File: config.mk
export PLATFORM = sky130hd
export DESIGN_NAME = circle_collider_move_step
export DESIGN_NICKNAME = d
export VERILOG_FILES = /design/src/hw/rtl/ccm_pkg.sv /design/src/hw/rtl/ccm_blocked.sv /design/src/hw/rtl/ccm_velocity.sv /design/src/hw/rtl/circle_collider_move_step.sv
export SDC_FILE = /design/constraint.sdc
export NUM_CORES = 2
export LEC_CHECK = 0
export BUFFER_PORTS_ARGS = -buffer_cell sky130_fd_sc_hd__buf_2
export CAP_MARGIN = 40
export CORE_MARGIN = 2
export CORE_UTILIZATION = 55
export CTS_CLUSTER_DIAMETER = 60
export DETAILED_ROUTE_END_ITERATION = 7
export GPL_ROUTABILITY_DRIVEN = 0
export PLACE_DENSITY = 0.85
export RECOVER_POWER = 50
export SYNTH_ARGS = -nofsm -noshare
export SYNTH_HDL_FRONTEND = slang
export SYNTH_SLANG_ARGS = --single-unit
File: constraint.sdc
create_clock -name clk -period 13.3 [get_ports clk]
set_clock_uncertainty 0.2 [all_clocks]
set_input_delay 3.99 -clock clk [delete_from_list [all_inputs] [get_ports clk]]
set_output_delay 3.99 -clock clk [all_outputs]
set_load 0.02 [all_outputs]
File: src/hw/rtl/ccm_pkg.sv
`default_nettype none
// ----------------------------------------------------------------------------
// ccm_pkg
// shared types, codes and geometry constants of the circle collider mover
// ----------------------------------------------------------------------------
package ccm_pkg;

  // screen and body geometry
  localparam int SCREEN_W    = 640;
  localparam int SCREEN_H    = 480;
  localparam int BODY_RADIUS = 10;
  localparam int STEP        = 3;
  localparam int SPEED_LIMIT = 15;

  // field widths
  localparam int POS_W   = 10;
  localparam int VEL_W   = 5;
  localparam int RAD_W   = 8;
  localparam int CFG_W   = 10;
  localparam int IDX_W   = 3;
  localparam int CRD_W   = 13;                 // signed working coordinate
  localparam int SQ_W    = 2 * CRD_W;          // one signed square
  localparam int DIST_W  = SQ_W;               // sum of two squares, unsigned
  localparam int REACH_W = 10;                 // body radius plus obstacle radius
  localparam int RSQ_W   = 2 * REACH_W;

  typedef logic signed [CRD_W-1:0] coord_t;
  typedef logic signed [VEL_W-1:0] vel_t;

  // legal centre span on each axis
  localparam coord_t POS_MIN = coord_t'(BODY_RADIUS);
  localparam coord_t X_MAX   = coord_t'(SCREEN_W - BODY_RADIUS);
  localparam coord_t Y_MAX   = coord_t'(SCREEN_H - BODY_RADIUS);
  localparam logic [DIST_W-1:0] BODY_RSQ = DIST_W'(BODY_RADIUS * BODY_RADIUS);

  typedef enum logic [1:0] {
    KIND_TICK    = 2'd0,
    KIND_PRESS   = 2'd1,
    KIND_RELEASE = 2'd2
  } kind_t;

  typedef enum logic [2:0] {
    KEY_UP    = 3'd0,
    KEY_DOWN  = 3'd1,
    KEY_LEFT  = 3'd2,
    KEY_RIGHT = 3'd3
  } key_t;

  // configuration register indexes
  localparam logic [IDX_W-1:0] REG_WALL_LEFT   = 3'd0;
  localparam logic [IDX_W-1:0] REG_WALL_TOP    = 3'd1;
  localparam logic [IDX_W-1:0] REG_WALL_WIDTH  = 3'd2;
  localparam logic [IDX_W-1:0] REG_WALL_HEIGHT = 3'd3;
  localparam logic [IDX_W-1:0] REG_OBST_X      = 3'd4;
  localparam logic [IDX_W-1:0] REG_OBST_Y      = 3'd5;
  localparam logic [IDX_W-1:0] REG_OBST_RADIUS = 3'd6;

  typedef struct packed {
    kind_t kind;
    key_t  key;
    logic  is_repeat;
  } item_t;

  // geometry seen by the collision test
  typedef struct packed {
    logic [POS_W-1:0] wall_left;
    logic [POS_W:0]   wall_right;
    logic [POS_W-1:0] wall_top;
    logic [POS_W:0]   wall_bottom;
    logic [POS_W-1:0] obst_x;
    logic [POS_W-1:0] obst_y;
    logic [RSQ_W-1:0] reach_sq;
  } geom_t;

endpackage
`default_nettype wire

File: src/hw/rtl/ccm_blocked.sv
`default_nettype none
// ----------------------------------------------------------------------------
// ccm_blocked
// flags a candidate centre that leaves the screen, hits the wall or the obstacle
// ----------------------------------------------------------------------------
module ccm_blocked (
  input  ccm_pkg::coord_t cx,
  input  ccm_pkg::coord_t cy,
  input  ccm_pkg::geom_t  geom,
  output logic            hit
);

  ccm_pkg::coord_t wall_lo_x, wall_hi_x, wall_lo_y, wall_hi_y;
  ccm_pkg::coord_t near_x, near_y, wdx, wdy, odx, ody;
  logic signed [ccm_pkg::SQ_W-1:0] wsq_x, wsq_y, osq_x, osq_y;
  logic [ccm_pkg::DIST_W-1:0] wall_d, obst_d;
  logic off_scr, wall_hit, obst_hit;

  always_comb begin
    off_scr = (cx < ccm_pkg::POS_MIN) || (cx > ccm_pkg::X_MAX) ||
              (cy < ccm_pkg::POS_MIN) || (cy > ccm_pkg::Y_MAX);

    wall_lo_x = signed'({3'b000, geom.wall_left});
    wall_hi_x = signed'({2'b00, geom.wall_right});
    wall_lo_y = signed'({3'b000, geom.wall_top});
    wall_hi_y = signed'({2'b00, geom.wall_bottom});

    // nearest point of the wall rectangle
    near_x = (cx < wall_lo_x) ? wall_lo_x : ((cx > wall_hi_x) ? wall_hi_x : cx);
    near_y = (cy < wall_lo_y) ? wall_lo_y : ((cy > wall_hi_y) ? wall_hi_y : cy);
    wdx = near_x - cx;
    wdy = near_y - cy;
    wsq_x = wdx * wdx;
    wsq_y = wdy * wdy;
    wall_d = {1'b0, wsq_x[ccm_pkg::SQ_W-2:0]} + {1'b0, wsq_y[ccm_pkg::SQ_W-2:0]};
    wall_hit = wall_d < ccm_pkg::BODY_RSQ;

    odx = signed'({3'b000, geom.obst_x}) - cx;
    ody = signed'({3'b000, geom.obst_y}) - cy;
    osq_x = odx * odx;
    osq_y = ody * ody;
    obst_d = {1'b0, osq_x[ccm_pkg::SQ_W-2:0]} + {1'b0, osq_y[ccm_pkg::SQ_W-2:0]};
    obst_hit = obst_d < {{(ccm_pkg::DIST_W-ccm_pkg::RSQ_W){1'b0}}, geom.reach_sq};

    hit = off_scr || wall_hit || obst_hit;
  end

endmodule
`default_nettype wire

File: src/hw/rtl/ccm_velocity.sv
`default_nettype none
// ----------------------------------------------------------------------------
// ccm_velocity
// key press and release update of the saturating x and y velocity
// ----------------------------------------------------------------------------
module ccm_velocity (
  input  ccm_pkg::item_t item,
  input  ccm_pkg::vel_t  vel_x,
  input  ccm_pkg::vel_t  vel_y,
  output ccm_pkg::vel_t  vel_x_nxt,
  output ccm_pkg::vel_t  vel_y_nxt
);

  localparam int SUM_W = ccm_pkg::VEL_W + 1;

  function automatic ccm_pkg::vel_t sat_vel(input logic signed [SUM_W-1:0] v);
    if (v > SUM_W'(ccm_pkg::SPEED_LIMIT)) begin
      return ccm_pkg::vel_t'(ccm_pkg::SPEED_LIMIT);
    end else if (v < -SUM_W'(ccm_pkg::SPEED_LIMIT)) begin
      return ccm_pkg::vel_t'(-ccm_pkg::SPEED_LIMIT);
    end
    return v[ccm_pkg::VEL_W-1:0];
  endfunction

  logic signed [SUM_W-1:0] step, wx, wy;
  logic key_evt;

  always_comb begin
    key_evt = ((item.kind == ccm_pkg::KIND_PRESS) || (item.kind == ccm_pkg::KIND_RELEASE))
              && !item.is_repeat;
    step = (item.kind == ccm_pkg::KIND_PRESS) ? SUM_W'(ccm_pkg::STEP)
                                              : -SUM_W'(ccm_pkg::STEP);
    wx = {vel_x[ccm_pkg::VEL_W-1], vel_x};
    wy = {vel_y[ccm_pkg::VEL_W-1], vel_y};
    vel_x_nxt = vel_x;
    vel_y_nxt = vel_y;
    if (key_evt) begin
      case (item.key)
        ccm_pkg::KEY_UP:    vel_y_nxt = sat_vel(wy - step);
        ccm_pkg::KEY_DOWN:  vel_y_nxt = sat_vel(wy + step);
        ccm_pkg::KEY_LEFT:  vel_x_nxt = sat_vel(wx - step);
        ccm_pkg::KEY_RIGHT: vel_x_nxt = sat_vel(wx + step);
        default: ;
      endcase
    end
  end

endmodule
`default_nettype wire

File: src/hw/rtl/circle_collider_move_step.sv
`default_nettype none
// ----------------------------------------------------------------------------
// circle_collider_move_step
// moves a circular body under key control, with screen, wall and obstacle stops
// ----------------------------------------------------------------------------
// One item per clock while out_stall is low, one result per item. An accepted
// item lands in an input register; from there the move and key logic run in a
// single pass and the position and velocity registers, which double as the
// result register, take the new state. An item goes through the input register
// and then the result register before its result is on the outputs, and the
// block sustains one transfer per cycle on each side while out_stall is low;
// the only throttle is out_stall, which holds the result and, once the
// input register is also full, raises in_stall. A tick checks the x move and
// both possible y moves in parallel (three collision testers), so the y test
// sees the x position that stands after the x move. Configuration writes are
// always taken (cfg_ready is tied high) and must be done while no item is in
// flight; derived wall edges and the squared reach to the obstacle are
// registered from them.
// ----------------------------------------------------------------------------
module circle_collider_move_step (
  input  logic                          clk,
  input  logic                          rst_n,
  // item channel
  input  logic                          in_valid,
  output logic                          in_stall,
  input  logic [1:0]                    in_kind,
  input  logic [2:0]                    in_direction_key,
  input  logic                          in_is_repeat,
  // result channel
  output logic                          out_valid,
  input  logic                          out_stall,
  output logic [ccm_pkg::POS_W-1:0]     out_pos_x,
  output logic [ccm_pkg::POS_W-1:0]     out_pos_y,
  output logic signed [ccm_pkg::VEL_W-1:0] out_vel_x,
  output logic signed [ccm_pkg::VEL_W-1:0] out_vel_y,
  // configuration writes
  input  logic                          cfg_valid,
  output logic                          cfg_ready,
  input  logic [ccm_pkg::IDX_W-1:0]     cfg_index,
  input  logic [ccm_pkg::CFG_W-1:0]     cfg_data
);

  // configuration registers
  logic [ccm_pkg::POS_W-1:0] wall_left_r, wall_top_r, wall_width_r, wall_height_r;
  logic [ccm_pkg::POS_W-1:0] obst_x_r, obst_y_r;
  logic [ccm_pkg::RAD_W-1:0] obst_rad_r;
  // derived geometry, registered from the config registers
  logic [ccm_pkg::POS_W:0]     wall_right_r, wall_bottom_r;
  logic [ccm_pkg::RSQ_W-1:0]   reach_sq_r;
  logic [ccm_pkg::REACH_W-1:0] reach;
  ccm_pkg::geom_t geom;

  // input register
  logic           s1_valid_r;
  ccm_pkg::item_t s1_item_r;

  // state, also the result register
  logic                      out_valid_r;
  logic [ccm_pkg::POS_W-1:0] pos_x_r, pos_x_nxt, pos_y_r, pos_y_nxt;
  ccm_pkg::vel_t             vel_x_r, vel_x_nxt, vel_y_r, vel_y_nxt;

  logic in_xfer, advance, is_tick;
  ccm_pkg::coord_t cur_x, cur_y, mov_x, mov_y;
  logic hit_x, hit_y_old, hit_y_new, hit_y;

  assign cfg_ready = 1'b1;

  // result register frees up when empty or when its result transfers
  assign advance  = s1_valid_r && (!out_valid_r || !out_stall);
  assign in_stall = s1_valid_r && !advance;
  assign in_xfer  = in_valid && !in_stall;

  // config writes, unknown index ignored
  always_ff @(posedge clk) begin
    if (!rst_n) begin
      wall_left_r   <= 10'd300;
      wall_top_r    <= 10'd40;
      wall_width_r  <= 10'd40;
      wall_height_r <= 10'd400;
      obst_x_r      <= 10'd160;
      obst_y_r      <= 10'd120;
      obst_rad_r    <= 8'd10;
    end else if (cfg_valid && cfg_ready) begin
      case (cfg_index)
        ccm_pkg::REG_WALL_LEFT:   wall_left_r   <= cfg_data;
        ccm_pkg::REG_WALL_TOP:    wall_top_r    <= cfg_data;
        ccm_pkg::REG_WALL_WIDTH:  wall_width_r  <= cfg_data;
        ccm_pkg::REG_WALL_HEIGHT: wall_height_r <= cfg_data;
        ccm_pkg::REG_OBST_X:      obst_x_r      <= cfg_data;
        ccm_pkg::REG_OBST_Y:      obst_y_r      <= cfg_data;
        ccm_pkg::REG_OBST_RADIUS: obst_rad_r    <= cfg_data[ccm_pkg::RAD_W-1:0];
        default: ;
      endcase
    end
  end

  // far wall edges and squared reach, recomputed every cycle
  assign reach = ccm_pkg::REACH_W'(ccm_pkg::BODY_RADIUS)
               + {{(ccm_pkg::REACH_W-ccm_pkg::RAD_W){1'b0}}, obst_rad_r};

  always_ff @(posedge clk) begin
    wall_right_r  <= {1'b0, wall_left_r} + {1'b0, wall_width_r};
    wall_bottom_r <= {1'b0, wall_top_r} + {1'b0, wall_height_r};
    reach_sq_r    <= reach * reach;
  end

  always_comb begin
    geom.wall_left   = wall_left_r;
    geom.wall_right  = wall_right_r;
    geom.wall_top    = wall_top_r;
    geom.wall_bottom = wall_bottom_r;
    geom.obst_x      = obst_x_r;
    geom.obst_y      = obst_y_r;
    geom.reach_sq    = reach_sq_r;
  end

  // input register
  always_ff @(posedge clk) begin
    if (!rst_n) begin
      s1_valid_r <= 1'b0;
    end else if (in_xfer) begin
      s1_valid_r <= 1'b1;
    end else if (advance) begin
      s1_valid_r <= 1'b0;
    end
  end

  always_ff @(posedge clk) begin
    if (in_xfer) begin
      s1_item_r.kind      <= ccm_pkg::kind_t'(in_kind);
      s1_item_r.key       <= ccm_pkg::key_t'(in_direction_key);
      s1_item_r.is_repeat <= in_is_repeat;
    end
  end

  // candidate positions of a tick
  always_comb begin
    cur_x = signed'({3'b000, pos_x_r});
    cur_y = signed'({3'b000, pos_y_r});
    mov_x = cur_x + ccm_pkg::coord_t'(vel_x_r);
    mov_y = cur_y + ccm_pkg::coord_t'(vel_y_r);
  end

  // x move, then the y move from either x outcome
  ccm_blocked u_hit_x (
    .cx   (mov_x),
    .cy   (cur_y),
    .geom (geom),
    .hit  (hit_x)
  );

  ccm_blocked u_hit_y_old (
    .cx   (cur_x),
    .cy   (mov_y),
    .geom (geom),
    .hit  (hit_y_old)
  );

  ccm_blocked u_hit_y_new (
    .cx   (mov_x),
    .cy   (mov_y),
    .geom (geom),
    .hit  (hit_y_new)
  );

  ccm_velocity u_vel (
    .item      (s1_item_r),
    .vel_x     (vel_x_r),
    .vel_y     (vel_y_r),
    .vel_x_nxt (vel_x_nxt),
    .vel_y_nxt (vel_y_nxt)
  );

  // accepted moves always land on screen, so truncation is exact
  always_comb begin
    is_tick   = s1_item_r.kind == ccm_pkg::KIND_TICK;
    hit_y     = hit_x ? hit_y_old : hit_y_new;
    pos_x_nxt = pos_x_r;
    pos_y_nxt = pos_y_r;
    if (is_tick) begin
      if (!hit_x) begin
        pos_x_nxt = mov_x[ccm_pkg::POS_W-1:0];
      end
      if (!hit_y) begin
        pos_y_nxt = mov_y[ccm_pkg::POS_W-1:0];
      end
    end
  end

  always_ff @(posedge clk) begin
    if (!rst_n) begin
      out_valid_r <= 1'b0;
      pos_x_r     <= 10'd10;
      pos_y_r     <= 10'd10;
      vel_x_r     <= '0;
      vel_y_r     <= '0;
    end else begin
      if (advance) begin
        out_valid_r <= 1'b1;
        pos_x_r     <= pos_x_nxt;
        pos_y_r     <= pos_y_nxt;
        vel_x_r     <= vel_x_nxt;
        vel_y_r     <= vel_y_nxt;
      end else if (!out_stall) begin
        out_valid_r <= 1'b0;
      end
    end
  end

  assign out_valid = out_valid_r;
  assign out_pos_x = pos_x_r;
  assign out_pos_y = pos_y_r;
  assign out_vel_x = vel_x_r;
  assign out_vel_y = vel_y_r;

endmodule
`default_nettype wire

==> flow_summary.html <==
<table>
<tr><th>Metric</th><th>Value</th></tr>
<tr><th colspan="2">Status</th></tr>
<tr><td>Status</td><td>finished with violations</td></tr>
<tr><td>Violated checks</td><td>DRC, setup timing</td></tr>
<tr><th colspan="2">Synth</th></tr>
<tr><td>Count of different cell masters after synthesis</td><td>107</td></tr>
<tr><td>Number of synthesized flops with an enable pin</td><td>6</td></tr>
<tr><td>Fraction of synthesized area in multiplexers</td><td>under 10%</td></tr>
<tr><td>Compound-gate portion of the synthesized area</td><td>a little over an eighth</td></tr>
<tr><td>Mean Syn Cell Area</td><td>slightly below 9 um^2</td></tr>
<tr><td>Syn Inst Count</td><td>approximately 7200</td></tr>
<tr><td>#FFs+latches synth</td><td>about 150</td></tr>
<tr><td>Post-synth ARST share</td><td>0%</td></tr>
<tr><td>Main combinational cell family by area after synthesis</td><td>adder cells</td></tr>
<tr><td>Synth Area in Simple Gates</td><td>between 10% and 20%</td></tr>
<tr><td>Netlist area before placement</td><td>approximately 63000 um^2</td></tr>
<tr><td>Cell type contributing the most total cell area after synthesis</td><td>sky130_fd_sc_hd__fa_1</td></tr>
<tr><td>Synthesized-area fraction occupied by xor and xnor cells</td><td>between 6 and 7%</td></tr>
<tr><td>Synth warnings</td><td>0</td></tr>
<tr><td>Top area cells in the synthesized netlist</td><td>sky130_fd_sc_hd__fa_1 35%, sky130_fd_sc_hd__ha_1 18%, sky130_fd_sc_hd__inv_1 9.4%, sky130_fd_sc_hd__dfxtp_1 4.4%, sky130_fd_sc_hd__xnor2_1 4.3%</td></tr>
<tr><td>Share of the synthesized area in the top cell type</td><td>around a third</td></tr>
<tr><td>Sequential-to-total area share from yosys stat</td><td>between 4 and 5%</td></tr>
<tr><td>Leading register cell type out of synthesis</td><td>sky130_fd_sc_hd__dfxtp_1</td></tr>
<tr><td>Synth Area in Adders</td><td>53.1%</td></tr>
<tr><th colspan="2">Drt</th></tr>
<tr><td>Via count</td><td>between 50000 and 60000</td></tr>
<tr><td>Post-route DRC violation count</td><td>1</td></tr>
<tr><td>DRT Wirelength</td><td>185 mm</td></tr>
<tr><td>Count of routing violations after the opening detailed-route iteration</td><td>4986</td></tr>
<tr><td>Detailed-routing iteration count for the pre-antenna-repair pass</td><td>8</td></tr>
<tr><td>Post-detailed-route wirelength per cell</td><td>19.7 um</td></tr>
<tr><td>DRT antenna net count</td><td>0</td></tr>
<tr><td>Post-DR vias/cell</td><td>5.89</td></tr>
<tr><th colspan="2">Global route</th></tr>
<tr><td>Global-route wire length before repair</td><td>just under 300 mm</td></tr>
<tr><td>Vias in the first global route</td><td>60000</td></tr>
<tr><td>Overall routing resource usage</td><td>a little under a third</td></tr>
<tr><td>Largest net degree at the start of global routing</td><td>75</td></tr>
<tr><td>Initial antenna violation count</td><td>12</td></tr>
<tr><td>Final global-route overflow total</td><td>0</td></tr>
<tr><th colspan="2">Floorplan</th></tr>
<tr><td>I/O pin count</td><td>57</td></tr>
<tr><td>Total die area</td><td>117000 um^2</td></tr>
<tr><td>Core area</td><td>between 100000 and 150000 um^2</td></tr>
<tr><td>Core Rows</td><td>between 100 and 150</td></tr>
<tr><td>Die extent in y</td><td>~340 um</td></tr>
<tr><td>Horizontal extent of the die</td><td>approximately 340 um</td></tr>
<tr><td>Initial Utilization</td><td>about 55%</td></tr>
<tr><th colspan="2">Placement</th></tr>
<tr><td>Post-placement setup slack</td><td>-843 ps</td></tr>
<tr><td>HPWL after detailed placement</td><td>~150 mm</td></tr>
<tr><td>Post-place instance area</td><td>between 60000 and 70000 um^2</td></tr>
<tr><td>Count of buffers from port buffering</td><td>55</td></tr>
<tr><th colspan="2">Worst setup path</th></tr>
<tr><td>Top delay family on crit path</td><td>compound AO/OA/AOI/OAI gates</td></tr>
<tr><td>R2R Path Start</td><td>out_pos_y[0]</td></tr>
<tr><td>Most frequent CP cell</td><td>sky130_fd_sc_hd__o21a_1</td></tr>
<tr><td>Crit-path slowest cell</td><td>sky130_fd_sc_hd__a211oi_1</td></tr>
<tr><td>Worst path required time</td><td>between 10000 and 15000 ps</td></tr>
<tr><td>Number of buffer and inverter instances along the worst setup path</td><td>13</td></tr>
<tr><td>Register-to-register path setup slack</td><td>-940 ps</td></tr>
<tr><td>Critical Path Start Type</td><td>flip-flop</td></tr>
<tr><td>WP data arrival</td><td>14490 ps</td></tr>
<tr><td>Terminus of the critical flop-to-flop path</td><td>out_pos_y[7]</td></tr>
<tr><td>Maximum fanout along the worst path</td><td>5</td></tr>
<tr><td>Count of cells along the worst register-to-register path</td><td>66</td></tr>
<tr><td>Max stage delay on crit path</td><td>around 750 ps</td></tr>
<tr><td>Kind of capture point of the worst setup path</td><td>flip-flop</td></tr>
<tr><td>Classification of the worst setup path</td><td>flip-flop to flip-flop</td></tr>
<tr><th colspan="2">Timing</th></tr>
<tr><td>Worst rel slew slack</td><td>between 20 and 30%</td></tr>
<tr><td>Final number of max-transition violations</td><td>0</td></tr>
<tr><td>Fmax achieved</td><td>between 0.07 and 0.08 GHz</td></tr>
<tr><td>Worst Max-Slew Pin Slew</td><td>around 1100 ps</td></tr>
<tr><td>Share of the clock period used by the worst path after layout</td><td>107%</td></tr>
<tr><td>RSZ-0062 raised after global routing</td><td>true</td></tr>
<tr><td>Final Worst Setup Slack</td><td>-936 ps</td></tr>
<tr><td>Total negative setup slack</td><td>-16030 ps</td></tr>
<tr><td>Min cycle time layout</td><td>14240 ps</td></tr>
<tr><td>Number of failing setup endpoints in the final timing report</td><td>20</td></tr>
<tr><td>Count of endpoints failing hold in the final timing report</td><td>0</td></tr>
<tr><th colspan="2">Clock tree</th></tr>
<tr><td>TritonCTS clock tree</td><td>yes</td></tr>
<tr><td>Num CTS Buffers</td><td>17</td></tr>
<tr><td># H-tree levels</td><td>4</td></tr>
<tr><td>Maximum buffer depth of the clock tree</td><td>2</td></tr>
<tr><td>Clock slew at reported path FFs</td><td>70 ps</td></tr>
<tr><td>Hold bufs inserted after CTS</td><td>0</td></tr>
<tr><td>Clock root buffer</td><td>sky130_fd_sc_hd__clkbuf_16</td></tr>
<tr><td>Clock sinks</td><td>145</td></tr>
<tr><td>Latest clock arrival within the worst-skew pair</td><td>approximately 540 ps</td></tr>
<tr><th colspan="2">Hold path</th></tr>
<tr><td>WHS Endpoint</td><td>reach_sq_r[0]</td></tr>
<tr><td>Count of cells along the worst hold path</td><td>0</td></tr>
<tr><td>Critical hold path startpoint</td><td>obst_rad_r[0]</td></tr>
<tr><td>Worst min path class</td><td>flip-flop to flip-flop</td></tr>
<tr><th colspan="2">Layout</th></tr>
<tr><td>Post-Route Utilization</td><td>62.8%</td></tr>
<tr><td>Post-layout net count</td><td>a little under 10000</td></tr>
<tr><td>Area growth, synth to finish</td><td>13.5%</td></tr>
<tr><td>Fraction of final layout cells sized beyond drive strength 1</td><td>13.0%</td></tr>
<tr><td>Fill cell instance count of the final layout</td><td>8614</td></tr>
<tr><td>Post-layout instance area</td><td>71600 um^2</td></tr>
<tr><th colspan="2">Run</th></tr>
<tr><td>MaxCap Viol Count</td><td>0</td></tr>
</table>
flip-flops by register name, summed over array words and instances, names as in the netlist, 10 cells and up:
name,count
wall_bottom_r,11
reach_sq_r,17
wall_width_r,10
obst_y_r,10
obst_x_r,10
wall_right_r,11
out_pos_y,10
out_pos_x,10
wall_top_r,10
wall_height_r,10
wall_left_r,10
layer usage:
| metal | wire length (um) | share of wire [%] | track usage (%) |
|---|---|---|---|
| met5 | 78 | 0.042 | 0 |
| met4 | 14800 | 8.0 | 20.5 |
| met3 | 17700 | 9.6 | 6.64 |
| met2 | 88500 | 48 | 54.1 |
| met1 | 64300 | 35 | 36.2 |
area by class of cell:
class                      count  area, um^2  area share, %
antenna                        7        17.5         0.0245
clock buffer                  21         440          0.615
clock inverter                11         134          0.187
inverter                    1612        6060           8.47
multi-input combinational   5409       54800           76.6
sequential                   145        2990           4.17
tap                         1512        1890           2.64
timing repair buffer         701        5200           7.27
cells in the mapped netlist, types with 19 or more instances:
cell                       number
sky130_fd_sc_hd__clkbuf_1      68
sky130_fd_sc_hd__nand2_1      552
sky130_fd_sc_hd__o211ai_1      38
sky130_fd_sc_hd__a21oi_1      416
sky130_fd_sc_hd__o21a_1        67
sky130_fd_sc_hd__o21ai_0      177
sky130_fd_sc_hd__nand4_1       30
sky130_fd_sc_hd__nor2b_1       61
sky130_fd_sc_hd__dfxtp_1      139
sky130_fd_sc_hd__a31oi_1       24
sky130_fd_sc_hd__fa_1        1095
sky130_fd_sc_hd__nand2b_1      95
sky130_fd_sc_hd__o21bai_1      96
sky130_fd_sc_hd__nor3_1        63
sky130_fd_sc_hd__xnor2_1      312
sky130_fd_sc_hd__a21o_1       183
sky130_fd_sc_hd__and2_1        40
sky130_fd_sc_hd__ha_1         926
sky130_fd_sc_hd__and3_1        19
sky130_fd_sc_hd__xor2_1       103
sky130_fd_sc_hd__clkinv_1      34
sky130_fd_sc_hd__nor2_1       561
sky130_fd_sc_hd__mux2i_1       69
sky130_fd_sc_hd__nand3_1       78
sky130_fd_sc_hd__a211oi_1      47
sky130_fd_sc_hd__inv_1       1576
cells in the final DEF (no fill, tap or decap), types with 91 or more instances in the layout:
cell type / synthesis / layout
sky130_fd_sc_hd__o21bai_1: 96 / 91
sky130_fd_sc_hd__a21o_1: 183 / 183
sky130_fd_sc_hd__nand2b_1: 95 / 95
sky130_fd_sc_hd__nor2_1: 561 / 545
sky130_fd_sc_hd__inv_1: 1576 / 1556
sky130_fd_sc_hd__o21ai_0: 177 / 157
sky130_fd_sc_hd__ha_1: 926 / 896
sky130_fd_sc_hd__dfxtp_1: 139 / 131
sky130_fd_sc_hd__nand2_1: 552 / 538
sky130_fd_sc_hd__buf_4: 3 / 633
sky130_fd_sc_hd__xnor2_1: 312 / 300
sky130_fd_sc_hd__fa_1: 1095 / 1088
sky130_fd_sc_hd__a21oi_1: 416 / 384
sky130_fd_sc_hd__xor2_1: 103 / 100
cells by family after synthesis:
family	after synthesis
compound gates	1272
xor+xnor	426
fa+ha+maj	2021
buf+inv	1700
flops	145
mux	76
other cells	2
simple gates	1596
metrics by stage:
step / hold WS (ps) / std cells
finish: 216 / 9418
global route: 229 / 9411
CTS: 213 / 9389
detailed placement: 206 / 9319
global placement: 204 / 9316
floorplan: 176 / 7250
timing repair:
action	CTS	global route
resized for setup	108	99
setup buffers	34	23
endpoints found under the setup margin	20	20
gates cloned	4	0
pin swaps	86	90
worst max path at each step:
stage | startpoint | end | slack, ps | cells past startpoint
6_report | out_pos_y[0] | out_pos_y[7] | -940 | 66
3_5_place_dp | out_vel_y[0] | out_pos_y[3] | -840 | 67
3_3_place_gp | out_pos_x[0] | out_pos_y[1] | -410 | 70
5_1_grt | out_pos_y[0] | out_pos_y[1] | -1290 | 69
2_1_floorplan | out_vel_y[0] | out_pos_y[1] | -40 | 70
4_1_cts | out_vel_y[0] | out_pos_y[6] | -440 | 68
Power is not shown: default switching activity piles up to over one toggle a cycle in this logic, so the estimate is an artifact.
